### config.mk
export PLATFORM = sky130hd
export DESIGN_NAME = typed_list_stream_parser_top
export DESIGN_NICKNAME = d
export VERILOG_FILES = /design/src/rtl/tlsp_pkg.sv /design/src/rtl/typed_list_stream_parser_top.sv /design/src/rtl/tlsp_front.sv /design/src/rtl/tlsp_queue.sv /design/src/rtl/tlsp_back.sv
export SDC_FILE = /design/constraint.sdc
export NUM_CORES = 1
export LEC_CHECK = 0
export BUFFER_PORTS_ARGS = -buffer_cell sky130_fd_sc_hd__buf_2
export CORE_ASPECT_RATIO = 0.7
export CORE_MARGIN = 5
export CORE_UTILIZATION = 40
export CTS_CLUSTER_SIZE = 16
export DETAILED_ROUTE_END_ITERATION = 10
export GPL_TIMING_DRIVEN = 0
export PLACE_DENSITY = 0.53
export SETUP_SLACK_MARGIN = 0.15
export SLEW_MARGIN = 10
export SYNTH_ARGS = -nofsm -noshare
export SYNTH_HDL_FRONTEND = slang
export SYNTH_SLANG_ARGS = --single-unit
### constraint.sdc
create_clock -name i_clk -period 9.4 [get_ports i_clk]
set_clock_uncertainty 0.1 [all_clocks]
set_input_delay 0.47 -clock i_clk [delete_from_list [all_inputs] [get_ports i_clk]]
set_output_delay 0.47 -clock i_clk [all_outputs]
set_load 0.05 [all_outputs]
### src/rtl/tlsp_pkg.sv
// Package for the typed list stream parser.
// Holds payload and queue types, magic constants, event and error codes.
// No dependencies.
`default_nettype none

package tlsp_pkg;

    localparam logic [63:0] BEGIN_MAGIC = 64'hFF18_D1C0_B1A3_26FF;
    localparam logic [63:0] END_MAGIC   = 64'hFF26_A3B1_C0D1_18FF;

    localparam logic [3:0] HDR_LEN   = 4'd8;
    localparam logic [3:0] HOLD_LEN  = 4'd8;
    localparam logic [3:0] WIDE_LEN  = 4'd8;
    localparam logic [3:0] BOOL_LEN  = 4'd1;
    localparam logic [3:0] SLEN_LEN  = 4'd4;

    localparam logic [2:0] EV_INT       = 3'd0;
    localparam logic [2:0] EV_DBL       = 3'd1;
    localparam logic [2:0] EV_BOOL      = 3'd2;
    localparam logic [2:0] EV_STR_START = 3'd3;
    localparam logic [2:0] EV_STR_BYTE  = 3'd4;
    localparam logic [2:0] EV_OK        = 3'd5;
    localparam logic [2:0] EV_ERR       = 3'd6;

    localparam logic [1:0] ERR_NONE     = 2'd0;
    localparam logic [1:0] ERR_NOT_LIST = 2'd1;
    localparam logic [1:0] ERR_CORRUPT  = 2'd2;

    localparam logic [1:0] CFG_CODE_INT64  = 2'd0;
    localparam logic [1:0] CFG_CODE_DOUBLE = 2'd1;
    localparam logic [1:0] CFG_CODE_BOOL   = 2'd2;
    localparam logic [1:0] CFG_CODE_STRING = 2'd3;

    localparam int CFG_INDEX_W = 2;
    localparam int CFG_DATA_W  = 8;
    localparam int QUEUE_DEPTH_DEF = 4;

    typedef enum logic [1:0] {
        PH_TYPE  = 2'd0,
        PH_FIXED = 2'd1,
        PH_LEN   = 2'd2,
        PH_STR   = 2'd3
    } t_phase;

    typedef struct packed {
        logic [7:0] data_byte;
        logic       final_byte;
    } t_in_item;

    typedef struct packed {
        logic [2:0]  event_res;
        logic [63:0] value;
        logic [1:0]  error_code;
        logic        last;
    } t_out_item;

    typedef struct packed {
        logic      two;
        t_out_item r0;
        t_out_item r1;
    } t_q_entry;

    typedef struct packed {
        logic empty;
        logic full;
    } t_q_status;

endpackage

`default_nettype wire

### src/rtl/typed_list_stream_parser_top.sv
// Channel   Direction  Handshake            Payload
// in        sink       i_in_valid/o_in_stall   i_in_item (t_in_item)
// out       source     o_out_valid/i_out_stall o_out_item (t_out_item)
// cfg       sink       i_cfg_valid/o_cfg_ready i_cfg_index, i_cfg_data
//
// One byte per cycle in unless stalled; the front end updates all parse state.
// A byte with two results is sent as two items by the registered output stage.
// The queue (QUEUE_DEPTH entries) absorbs output stalls; input stalls when full.
// Synchronous active-low reset restores type codes and clears all parse state.
// Top level of the typed list stream parser; uses tlsp_pkg, tlsp_front,
// tlsp_queue and tlsp_back.
`default_nettype none

module typed_list_stream_parser_top #(
    parameter int QUEUE_DEPTH = tlsp_pkg::QUEUE_DEPTH_DEF
) (
    input  wire logic                             i_clk,
    input  wire logic                             i_rst_n,
    input  wire logic                             i_in_valid,
    output logic                                  o_in_stall,
    input  wire tlsp_pkg::t_in_item               i_in_item,
    output logic                                  o_out_valid,
    input  wire logic                             i_out_stall,
    output tlsp_pkg::t_out_item                   o_out_item,
    input  wire logic                             i_cfg_valid,
    output logic                                  o_cfg_ready,
    input  wire logic [tlsp_pkg::CFG_INDEX_W-1:0] i_cfg_index,
    input  wire logic [tlsp_pkg::CFG_DATA_W-1:0]  i_cfg_data
);
    import tlsp_pkg::*;

    logic      accept;
    logic      push;
    logic      pop;
    t_q_entry  entry;
    t_q_entry  head;
    t_q_status status;

    assign o_in_stall  = status.full;
    assign accept      = i_in_valid && !status.full;
    assign o_cfg_ready = 1'b1;

    tlsp_front u_front (
        .i_clk       (i_clk),
        .i_rst_n     (i_rst_n),
        .i_accept    (accept),
        .i_in_item   (i_in_item),
        .i_cfg_we    (i_cfg_valid),
        .i_cfg_index (i_cfg_index),
        .i_cfg_data  (i_cfg_data),
        .o_push      (push),
        .o_entry     (entry)
    );

    tlsp_queue #(
        .DEPTH (QUEUE_DEPTH)
    ) u_queue (
        .i_clk    (i_clk),
        .i_rst_n  (i_rst_n),
        .i_push   (push),
        .i_entry  (entry),
        .i_pop    (pop),
        .o_head   (head),
        .o_status (status)
    );

    tlsp_back u_back (
        .i_clk       (i_clk),
        .i_rst_n     (i_rst_n),
        .i_head      (head),
        .i_status    (status),
        .o_pop       (pop),
        .o_out_valid (o_out_valid),
        .i_out_stall (i_out_stall),
        .o_out_item  (o_out_item)
    );

endmodule

`default_nettype wire

### src/rtl/tlsp_front.sv
// Front end: accepts bytes, checks the magics, parses records.
// Packs the one or two results of each byte into a queue entry. Uses tlsp_pkg.
`default_nettype none

module tlsp_front (
    input  wire logic                             i_clk,
    input  wire logic                             i_rst_n,
    input  wire logic                             i_accept,
    input  wire tlsp_pkg::t_in_item               i_in_item,
    input  wire logic                             i_cfg_we,
    input  wire logic [tlsp_pkg::CFG_INDEX_W-1:0] i_cfg_index,
    input  wire logic [tlsp_pkg::CFG_DATA_W-1:0]  i_cfg_data,
    output logic                                  o_push,
    output tlsp_pkg::t_q_entry                    o_entry
);
    import tlsp_pkg::*;

    logic [7:0]  r_code_int, r_code_dbl, r_code_bool, r_code_str;
    logic [63:0] r_hold, n_hold;
    logic [3:0]  r_hold_cnt, n_hold_cnt;
    logic [3:0]  r_hdr_cnt, n_hdr_cnt;
    t_phase      r_phase, n_phase;
    logic [1:0]  r_rtype, n_rtype;
    logic [63:0] r_acc, n_acc;
    logic [3:0]  r_fcnt, n_fcnt;
    logic [31:0] r_str_rem, n_str_rem;
    logic        r_err, n_err;

    t_out_item   res_a, res_b;
    logic        has_a, has_b;
    logic [7:0]  pb;
    logic [3:0]  fcnt_inc;
    logic [3:0]  need;
    logic        fin;

    assign pb       = r_hold[7:0];
    assign fcnt_inc = r_fcnt + 4'd1;
    assign need     = (r_rtype == EV_BOOL[1:0]) ? BOOL_LEN : WIDE_LEN;
    assign fin      = i_in_item.final_byte;

    always_comb begin
        n_hold     = r_hold;
        n_hold_cnt = r_hold_cnt;
        n_hdr_cnt  = r_hdr_cnt;
        n_phase    = r_phase;
        n_rtype    = r_rtype;
        n_acc      = r_acc;
        n_fcnt     = r_fcnt;
        n_str_rem  = r_str_rem;
        n_err      = r_err;
        res_a      = '0;
        res_b      = '0;
        has_a      = 1'b0;
        has_b      = 1'b0;

        if (!r_err) begin
            if (r_hdr_cnt < HDR_LEN) begin
                if (i_in_item.data_byte != BEGIN_MAGIC[{r_hdr_cnt[2:0], 3'b000} +: 8]) begin
                    has_a            = 1'b1;
                    res_a.event_res  = EV_ERR;
                    res_a.error_code = ERR_NOT_LIST;
                    n_err            = 1'b1;
                end else begin
                    n_hdr_cnt = r_hdr_cnt + 4'd1;
                end
            end else begin
                if (r_hold_cnt >= HOLD_LEN) begin
                    case (r_phase)
                        PH_FIXED: begin
                            n_acc[{r_fcnt[2:0], 3'b000} +: 8] = pb;
                            n_fcnt = fcnt_inc;
                            if (fcnt_inc >= need) begin
                                n_phase         = PH_TYPE;
                                has_a           = 1'b1;
                                res_a.event_res = {1'b0, r_rtype};
                                res_a.value     = n_acc;
                            end
                        end
                        PH_LEN: begin
                            n_acc[{r_fcnt[1:0], 3'b000} +: 8] = pb;
                            n_fcnt = fcnt_inc;
                            if (fcnt_inc >= SLEN_LEN) begin
                                n_str_rem       = n_acc[31:0];
                                n_phase         = (n_acc[31:0] != 32'd0) ? PH_STR : PH_TYPE;
                                has_a           = 1'b1;
                                res_a.event_res = EV_STR_START;
                                res_a.value     = {32'd0, n_acc[31:0]};
                            end
                        end
                        PH_STR: begin
                            n_str_rem = r_str_rem - 32'd1;
                            if (n_str_rem == 32'd0) begin
                                n_phase = PH_TYPE;
                            end
                            has_a           = 1'b1;
                            res_a.event_res = EV_STR_BYTE;
                            res_a.value     = {56'd0, pb};
                        end
                        PH_TYPE: begin
                            n_acc  = '0;
                            n_fcnt = '0;
                            if (pb == r_code_int) begin
                                n_rtype = EV_INT[1:0];
                                n_phase = PH_FIXED;
                            end else if (pb == r_code_dbl) begin
                                n_rtype = EV_DBL[1:0];
                                n_phase = PH_FIXED;
                            end else if (pb == r_code_bool) begin
                                n_rtype = EV_BOOL[1:0];
                                n_phase = PH_FIXED;
                            end else if (pb == r_code_str) begin
                                n_rtype = EV_STR_START[1:0];
                                n_phase = PH_LEN;
                            end else begin
                                has_a            = 1'b1;
                                res_a.event_res  = EV_ERR;
                                res_a.error_code = ERR_CORRUPT;
                                n_err            = 1'b1;
                            end
                        end
                        default: begin
                            n_phase = PH_TYPE;
                        end
                    endcase
                end else begin
                    n_hold_cnt = r_hold_cnt + 4'd1;
                end
                n_hold = {i_in_item.data_byte, r_hold[63:8]};
            end

            if (fin && !n_err) begin
                has_b = 1'b1;
                if (n_hdr_cnt < HDR_LEN || n_hold_cnt < HOLD_LEN) begin
                    res_b.event_res  = EV_ERR;
                    res_b.error_code = ERR_NOT_LIST;
                end else if (n_hold != END_MAGIC) begin
                    res_b.event_res  = EV_ERR;
                    res_b.error_code = ERR_NOT_LIST;
                end else if (n_phase != PH_TYPE) begin
                    res_b.event_res  = EV_ERR;
                    res_b.error_code = ERR_CORRUPT;
                end else begin
                    res_b.event_res  = EV_OK;
                end
            end
        end

        // Clear all parse state after the final byte
        if (fin) begin
            n_hold     = '0;
            n_hold_cnt = '0;
            n_hdr_cnt  = '0;
            n_phase    = PH_TYPE;
            n_rtype    = '0;
            n_acc      = '0;
            n_fcnt     = '0;
            n_str_rem  = '0;
            n_err      = 1'b0;
        end
    end

    always_comb begin
        o_push        = i_accept && (has_a || has_b);
        o_entry.two   = has_a && has_b;
        o_entry.r0    = has_a ? res_a : res_b;
        o_entry.r0.last = !(has_a && has_b);
        o_entry.r1      = res_b;
        o_entry.r1.last = 1'b1;
    end

    always_ff @(posedge i_clk) begin
        if (!i_rst_n) begin
            r_code_int  <= 8'd0;
            r_code_dbl  <= 8'd1;
            r_code_bool <= 8'd2;
            r_code_str  <= 8'd3;
        end else if (i_cfg_we) begin
            case (i_cfg_index)
                CFG_CODE_INT64:  r_code_int  <= i_cfg_data;
                CFG_CODE_DOUBLE: r_code_dbl  <= i_cfg_data;
                CFG_CODE_BOOL:   r_code_bool <= i_cfg_data;
                CFG_CODE_STRING: r_code_str  <= i_cfg_data;
                default: begin
                end
            endcase
        end
    end

    always_ff @(posedge i_clk) begin
        if (!i_rst_n) begin
            r_hold     <= '0;
            r_hold_cnt <= '0;
            r_hdr_cnt  <= '0;
            r_phase    <= PH_TYPE;
            r_rtype    <= '0;
            r_acc      <= '0;
            r_fcnt     <= '0;
            r_str_rem  <= '0;
            r_err      <= 1'b0;
        end else if (i_accept) begin
            r_hold     <= n_hold;
            r_hold_cnt <= n_hold_cnt;
            r_hdr_cnt  <= n_hdr_cnt;
            r_phase    <= n_phase;
            r_rtype    <= n_rtype;
            r_acc      <= n_acc;
            r_fcnt     <= n_fcnt;
            r_str_rem  <= n_str_rem;
            r_err      <= n_err;
        end
    end

endmodule

`default_nettype wire

### src/rtl/tlsp_queue.sv
// Short queue of result entries between front and back end.
// Register storage, one read port at the head. Uses tlsp_pkg.
`default_nettype none

module tlsp_queue #(
    parameter int DEPTH = tlsp_pkg::QUEUE_DEPTH_DEF
) (
    input  wire logic               i_clk,
    input  wire logic               i_rst_n,
    input  wire logic               i_push,
    input  wire tlsp_pkg::t_q_entry i_entry,
    input  wire logic               i_pop,
    output tlsp_pkg::t_q_entry      o_head,
    output tlsp_pkg::t_q_status     o_status
);
    import tlsp_pkg::*;

    localparam int PTR_W = $clog2(DEPTH);
    localparam int CNT_W = $clog2(DEPTH + 1);
    localparam logic [PTR_W-1:0] PTR_LAST = PTR_W'(DEPTH - 1);
    localparam logic [CNT_W-1:0] CNT_FULL = CNT_W'(DEPTH);

    t_q_entry         r_mem [DEPTH];
    logic [PTR_W-1:0] r_wr_ptr, r_rd_ptr;
    logic [CNT_W-1:0] r_count;

    assign o_head         = r_mem[r_rd_ptr];
    assign o_status.empty = (r_count == '0);
    assign o_status.full  = (r_count == CNT_FULL);

    always_ff @(posedge i_clk) begin
        if (i_push) begin
            r_mem[r_wr_ptr] <= i_entry;
        end
    end

    always_ff @(posedge i_clk) begin
        if (!i_rst_n) begin
            r_wr_ptr <= '0;
            r_rd_ptr <= '0;
            r_count  <= '0;
        end else begin
            if (i_push) begin
                r_wr_ptr <= (r_wr_ptr == PTR_LAST) ? '0 : r_wr_ptr + 1'b1;
            end
            if (i_pop) begin
                r_rd_ptr <= (r_rd_ptr == PTR_LAST) ? '0 : r_rd_ptr + 1'b1;
            end
            case ({i_push, i_pop})
                2'b10:   r_count <= r_count + 1'b1;
                2'b01:   r_count <= r_count - 1'b1;
                default: r_count <= r_count;
            endcase
        end
    end

    a_no_push_full: assert property (@(posedge i_clk) disable iff (!i_rst_n)
        !(i_push && o_status.full))
        else $error("push into full queue");

    a_no_pop_empty: assert property (@(posedge i_clk) disable iff (!i_rst_n)
        !(i_pop && o_status.empty))
        else $error("pop from empty queue");

    a_count_range: assert property (@(posedge i_clk) disable iff (!i_rst_n)
        r_count <= CNT_FULL)
        else $error("queue count out of range");

    a_ptr_sync: assert property (@(posedge i_clk) disable iff (!i_rst_n)
        (r_count == '0) |-> (r_wr_ptr == r_rd_ptr))
        else $error("empty queue with unequal pointers");

endmodule

`default_nettype wire

### src/rtl/tlsp_back.sv
// Back end: splits queue entries into single results on a registered output.
// Uses tlsp_pkg.
`default_nettype none

module tlsp_back (
    input  wire logic                i_clk,
    input  wire logic                i_rst_n,
    input  wire tlsp_pkg::t_q_entry  i_head,
    input  wire tlsp_pkg::t_q_status i_status,
    output logic                     o_pop,
    output logic                     o_out_valid,
    input  wire logic                i_out_stall,
    output tlsp_pkg::t_out_item      o_out_item
);
    import tlsp_pkg::*;

    logic      r_valid, n_valid;
    logic      r_sel, n_sel;
    t_out_item r_item, n_item;
    logic      load;

    assign load        = !r_valid || !i_out_stall;
    assign o_out_valid = r_valid;
    assign o_out_item  = r_item;

    always_comb begin
        n_valid = r_valid;
        n_sel   = r_sel;
        n_item  = r_item;
        o_pop   = 1'b0;
        if (load) begin
            if (!i_status.empty) begin
                n_valid = 1'b1;
                n_item  = r_sel ? i_head.r1 : i_head.r0;
                if (r_sel || !i_head.two) begin
                    o_pop = 1'b1;
                    n_sel = 1'b0;
                end else begin
                    n_sel = 1'b1;
                end
            end else begin
                n_valid = 1'b0;
            end
        end
    end

    always_ff @(posedge i_clk) begin
        if (!i_rst_n) begin
            r_valid <= 1'b0;
            r_sel   <= 1'b0;
        end else begin
            r_valid <= n_valid;
            r_sel   <= n_sel;
        end
    end

    always_ff @(posedge i_clk) begin
        r_item <= n_item;
    end

endmodule

`default_nettype wire
# == Word-level counts from Yosys, hierarchy flattened ==
# Memories as Yosys holds them, arrays and structs flattened. A register that Yosys moved wholly into a read port is not among the register bits.
# Cells that the tools add are included.
# word_totals
ff_bits,288
mem_bits_rw,304
out_inout_bits,73
word_cells,223
mem_count,1
# memory_table
name,words,width,read_ports,rd_clocked_by_memory_dff,write_ports,line,text
u_queue.r_mem,4,76,1,1,1,tlsp_queue.sv:23,t_q_entry r_mem [DEPTH];
# op_classes
n_addsub,10
order_cmp,6
eq_ne,21
shifts,5
mux,119
n_bitwise,1
n_reduce_logical,38
# op_table
cell,count
$mux 64,9
$pmux 64 s3,2
$mux 32,5
$mux 70,2
$mux 69,2
$mux 66,2
$bwmux 64,2
$mux 2,38
$ne 64x64->1 const B,1
$pmux 32 s2,1
$shift 8x7->64 const A,1
$shift 8x8->64 const A,1
$shiftx 64x7->8 const A,1
$shiftx 8x7->64,1
$shiftx 8x8->64,1
$mux 4,15
$eq 8x8->1,4
$logic_not 32->1,1
$reduce_bool 32->1,1
$sub 32x1->32 const B,1
$mux 3,10
$mux 1,26
$eq 2x2->1 const B,8
$add 4x1->4 const B,3
33 further kinds,62

# == Logic depth before layout (Yosys ltp) ==
# logic_depth
ltp_word,17
depth_mapped,18
ltp_nobuf,16

# == Hierarchy ==
# A second synthesis with hierarchy kept.
# hier_totals
cells_unflattened,2654
hier_area_um2,37783.7
# modules_own_cells
mod,n_inst,cells_per_inst,area_each_um2,seq_area_each_um2
tlsp_queue,1,784,20792.4,17116.4
tlsp_front,1,1709,13645.6,4184.0
tlsp_back,1,158,3320.7,2142.1
typed_list_stream_parser_top,1,3,25.0,0.0

# == Least setup slack after synthesis ==
# No wires, ideal clock.
# synth_path
path_type,register to register
startpoint,register u_front.r_fcnt[0]
endpoint,"memory u_queue.r_mem[0][0] in the netlist's numbering, enable pin"
arrival_ns,4.280
setup_slack_ns,4.578
stages_incl_launch_ff,13
path_buffers,2
period_less_slack_ns,4.822
cell_sequence,dfxtp_1 > buf_2 > buf_1 > nand3_1 > xnor2_1 > ha_1 > or2_2 > o41ai_4 > a21oi_1 > and3_1 > a221oi_2 > a21boi_1 > and2_1
# synth_between
elab_chain_cells,11
# synth_rtl
element,line,text
from (decl),tlsp_front.sv:25,"logic [3:0] r_fcnt, n_fcnt;"
from (signal assigned),tlsp_front.sv:207,r_fcnt <= n_fcnt;
$add 4x1->4 *,tlsp_front.sv:37,assign fcnt_inc = r_fcnt + 4'd1;
$ge 4x3->1 or $ge 4x4->1 (tied branches),"tlsp_front.sv:82, tlsp_front.sv:72",
$mux 1 (on tied branches),"tlsp_front.sv:82, tlsp_front.sv:72",
$pmux 1 s4 *,tlsp_front.sv:68,case (r_phase)
$mux 1 *,tlsp_front.sv:67,if (r_hold_cnt >= HOLD_LEN) begin
$mux 1 *,tlsp_front.sv:57,if (r_hdr_cnt < HDR_LEN) begin
$mux 1 *,tlsp_front.sv:56,if (!r_err) begin
$logic_or 1x1->1 *,tlsp_front.sv:163,o_push = i_accept && (has_a || has_b);
$logic_and 1x1->1 *,tlsp_front.sv:163,
$mux 1 *,tlsp_queue.sv:32,if (i_push) begin
$mux 1 (not written as such) *,tlsp_queue.sv:33,r_mem[r_wr_ptr] <= i_entry;
to (decl),tlsp_queue.sv:23,
# Every way passes the cells marked *; elsewhere a longest branch is shown, timed or not.

==> flow_summary.json <==
{
  "power.density_nw_per_um2": 243.7,
  "mappedNetlistNets": 2426,
  "outcome": "complete, no violations",
  "pwr-share-seq": 0.428,
  "cp_data_required_time_ps": 9610,
  "io_pins": 97,
  "drt-wirelength-per-cell_um": 24.06,
  "switching_power_w": 0.002414,
  "vias": 20053,
  "rows": 80,
  "drive_gt1_frac": 0.1305,
  "synth_top_area_share": 0.4073,
  "netlist_area_um2": 27580,
  "maxSlewViolCount": 0,
  "hold_ws_ps": 48.88,
  "synth.distinct_cells": 92,
  "antenna_found_initial": 2,
  "p_clk_frac": 0.323,
  "cap_violations": 0,
  "n_fill_cell": 6331,
  "maxSlewHeadroom": 0.08822,
  "ant_nets": 0,
  "setup_viol": 0,
  "synth_ff_type": "edfxtp_1",
  "yosysSeqAreaShare": 0.5670,
  "grt_pass1_vias": 19495,
  "tightest_slew_ps": 1357,
  "crit_path_end_kind": "register",
  "max_freq_ghz": 0.1888,
  "peakVddDrop_v": 0.0003379,
  "multi_input_area_um2": 11130,
  "dp_hpwl_mm": 60.04,
  "numCtsBuffers": 59,
  "setup_tns_ps": 0,
  "drtIter0Drc": 2010,
  "p_comb_frac": 0.249,
  "hp-class": "in2reg",
  "p_sw_frac": 0.3154,
  "die_width_um": 323.8,
  "clockRootBuffer": "clkbuf_16",
  "period_needed_ps": 5297,
  "p_int_w": 0.005239,
  "cp_max_fo": 10,
  "yosysTopAreaCell": "edfxtp_1",
  "syn_area_per_cell_um2": 11.64,
  "grt_max_degree": 64,
  "crit_type": "reg2reg",
  "syn_inst": 2369,
  "cts_buffer_depth": 3,
  "htreeDepth": 2,
  "synth_edf_count": 374,
  "clk-insertion-delay-late_ps": 640,
  "overflow": 0,
  "fin_nets": 2590,
  "cts_tree": "built",
  "io_buffer_count": 94,
  "initial_core_util": 0.4039,
  "die_area_um2": 74370,
  "min_period_over_period": 0.5635,
  "fp.dieH_um": 229.7,
  "leakagePower_nw": 10.32,
  "core_um2": 68270,
  "drc": 0,
  "grt_use_total": 0.2226,
  "routabilityCongestion": 0.9601,
  "clk_pin_slew_ps": 70,
  "yosys_warnings": 0,
  "place_ws_ps": 4130,
  "firstDrtPassIters": 5,
  "wirelength_mm": 83.89,
  "cp-start-kind": "register",
  "cts_num_sinks": 594,
  "via_per_inst": 5.752,
  "synth_seq_cells": 594,
  "fin_ws_ps": 4103,
  "grt_pass1_wl_mm": 125.8,
  "arrival_ps": 5510,
  "async_flop_share": 0,
  "hold_viol": 0,
  "post_cts_buffers": 0,
  "synthTopCellsByArea": "edfxtp_1 (41%), dfxtp_1 (16%), mux4_2 (6.2%)",
  "cts_resized": 0,
  "area_growth_pct": 13.90,
  "rsz0062_at_grt": "no",
  "regArea_um2": 15640
}
-- area by class of cell --
| class | instances | area share |
|---|---|---|
| timing repair buffer | 103 | 0.02064 |
| clock buffer | 83 | 0.05314 |
| antenna | 1 | 0.00007967 |
| tap | 902 | 0.03593 |
| clock inverter | 28 | 0.01135 |
| inverter | 46 | 0.005577 |
| buffer | 164 | 0.02115 |
| sequential | 594 | 0.4978 |
| multi-input combinational | 1565 | 0.3543 |
-- cells in the mapped netlist, drive strengths merged, types with 9 or more instances --
master and n:
mux4 76, or3 11, nor2 152, a222oi 10, o21ai 113, nand2 204, buf 41, o211ai 9
o22ai 17, and3 11, nand2b 9, mux2i 34, or2 11, a22oi 132, a22o 33, a21oi 85
dfxtp 220, ha 32, clkbuf 123, and2 94, nand3 43, a32oi 19, nor4 22, a221oi 9
nor2b 171, nor3 36, nand4 25, inv 44, xor2 40, edfxtp 374, a21boi 44
-- state kept, by name (all words and copies together), names as in the netlist, 8 cells and up, named ones only --
signal / flops
u_back.o_out_item: 70
u_front.r_str_rem: 32
u_front.r_hold: 64
u_front.r_code_dbl: 8
u_front.r_code_int: 8
u_front.r_code_bool: 8
u_queue.r_mem: 304
u_front.r_acc: 64
u_front.r_code_str: 8
-- power by group through the flow --
stage                     sequential, W  combinational (W)  clock [W]
after detailed placement        0.00333            0.00195          0
after floorplan                 0.00393           0.000828          0
final                           0.00327            0.00191    0.00247
after global routing            0.00330            0.00206    0.00265
after CTS                       0.00328            0.00196    0.00253
after global placement          0.00336            0.00189          0
-- routing by layer --
| layer | track usage | wire length [um] |
|---|---|---|
| met5 | 0 | 17 |
| met3 | 0.06013 | 7063 |
| met4 | 0.05658 | 2093 |
| met1 | 0.3363 | 39950 |
| met2 | 0.3172 | 34760 |
-- kinds of logic after synthesis --
family          count (synthesis)  synth area share
simple gates                  843            0.1637
flops                         594            0.5670
compound gates                528            0.1331
buf+inv                       210           0.03036
mux                           112           0.07523
xor+xnor                       48           0.01525
fa+ha+maj                      33           0.01525
other cells                     1         0.0001360
-- worst paths after layout --
check,start,end,slack (ps),cells after the start
max,u_front.r_fcnt[0],u_queue.r_mem[2][73],4100,12
min,i_cfg_data[1],u_front.r_code_str[1],50,3
min reg2reg,u_front.r_code_bool[3],u_front.r_code_bool[3],380,2
max reg2reg,u_front.r_fcnt[0],u_queue.r_mem[2][73],4100,12
-- worst max-delay path: stages, from the launching register on --
cell and delay (ps):
dfxtp_1 470, buf_2 260, clkinv_1 360, ha_1 560
nor4bb_1 120, buf_2 210, a22oi_1 590, nand4_1 180
nor4_1 500, a41oi_1 410, a221oi_1 550, nor2b_4 400
a311oi_1 240
-- stage by stage --
| step | util | area (um^2) | cells | total power, W |
|---|---|---|---|---|
| 5_1_grt | 0.4600 | 31410 | 3485 | 0.008008 |
| 2_1_floorplan | - | 27580 | 2369 | 0.004756 |
| 3_3_place_gp | 0.4274 | 29170 | 3365 | 0.005257 |
| 6_report | 0.4601 | 31410 | 3486 | 0.007653 |
| 3_5_place_dp | 0.4296 | 29330 | 3370 | 0.005285 |
| 4_1_cts | 0.4599 | 31400 | 3485 | 0.007771 |
-- cells in the final DEF, fill, tap and decap left out, drive strengths merged, types with 36 or more instances in the layout --
cell / count
xor2: 40
nor2b: 171
clkbuf: 206
and2: 94
edfxtp: 374
inv: 46
a21oi: 85
nand3: 43
o21ai: 113
dfxtp: 220
a21boi: 44
a22oi: 132
mux4: 76
nor2: 152
buf: 140
nand2: 204
nor3: 36
-- what timing repair did --
action / in CTS / in global routing
hold buffers: 4 / 0
endpoints found under the hold margin: 5 / 0
setup endpoints to repair: 0 / 0
Power figures use the tool's default switching activity.
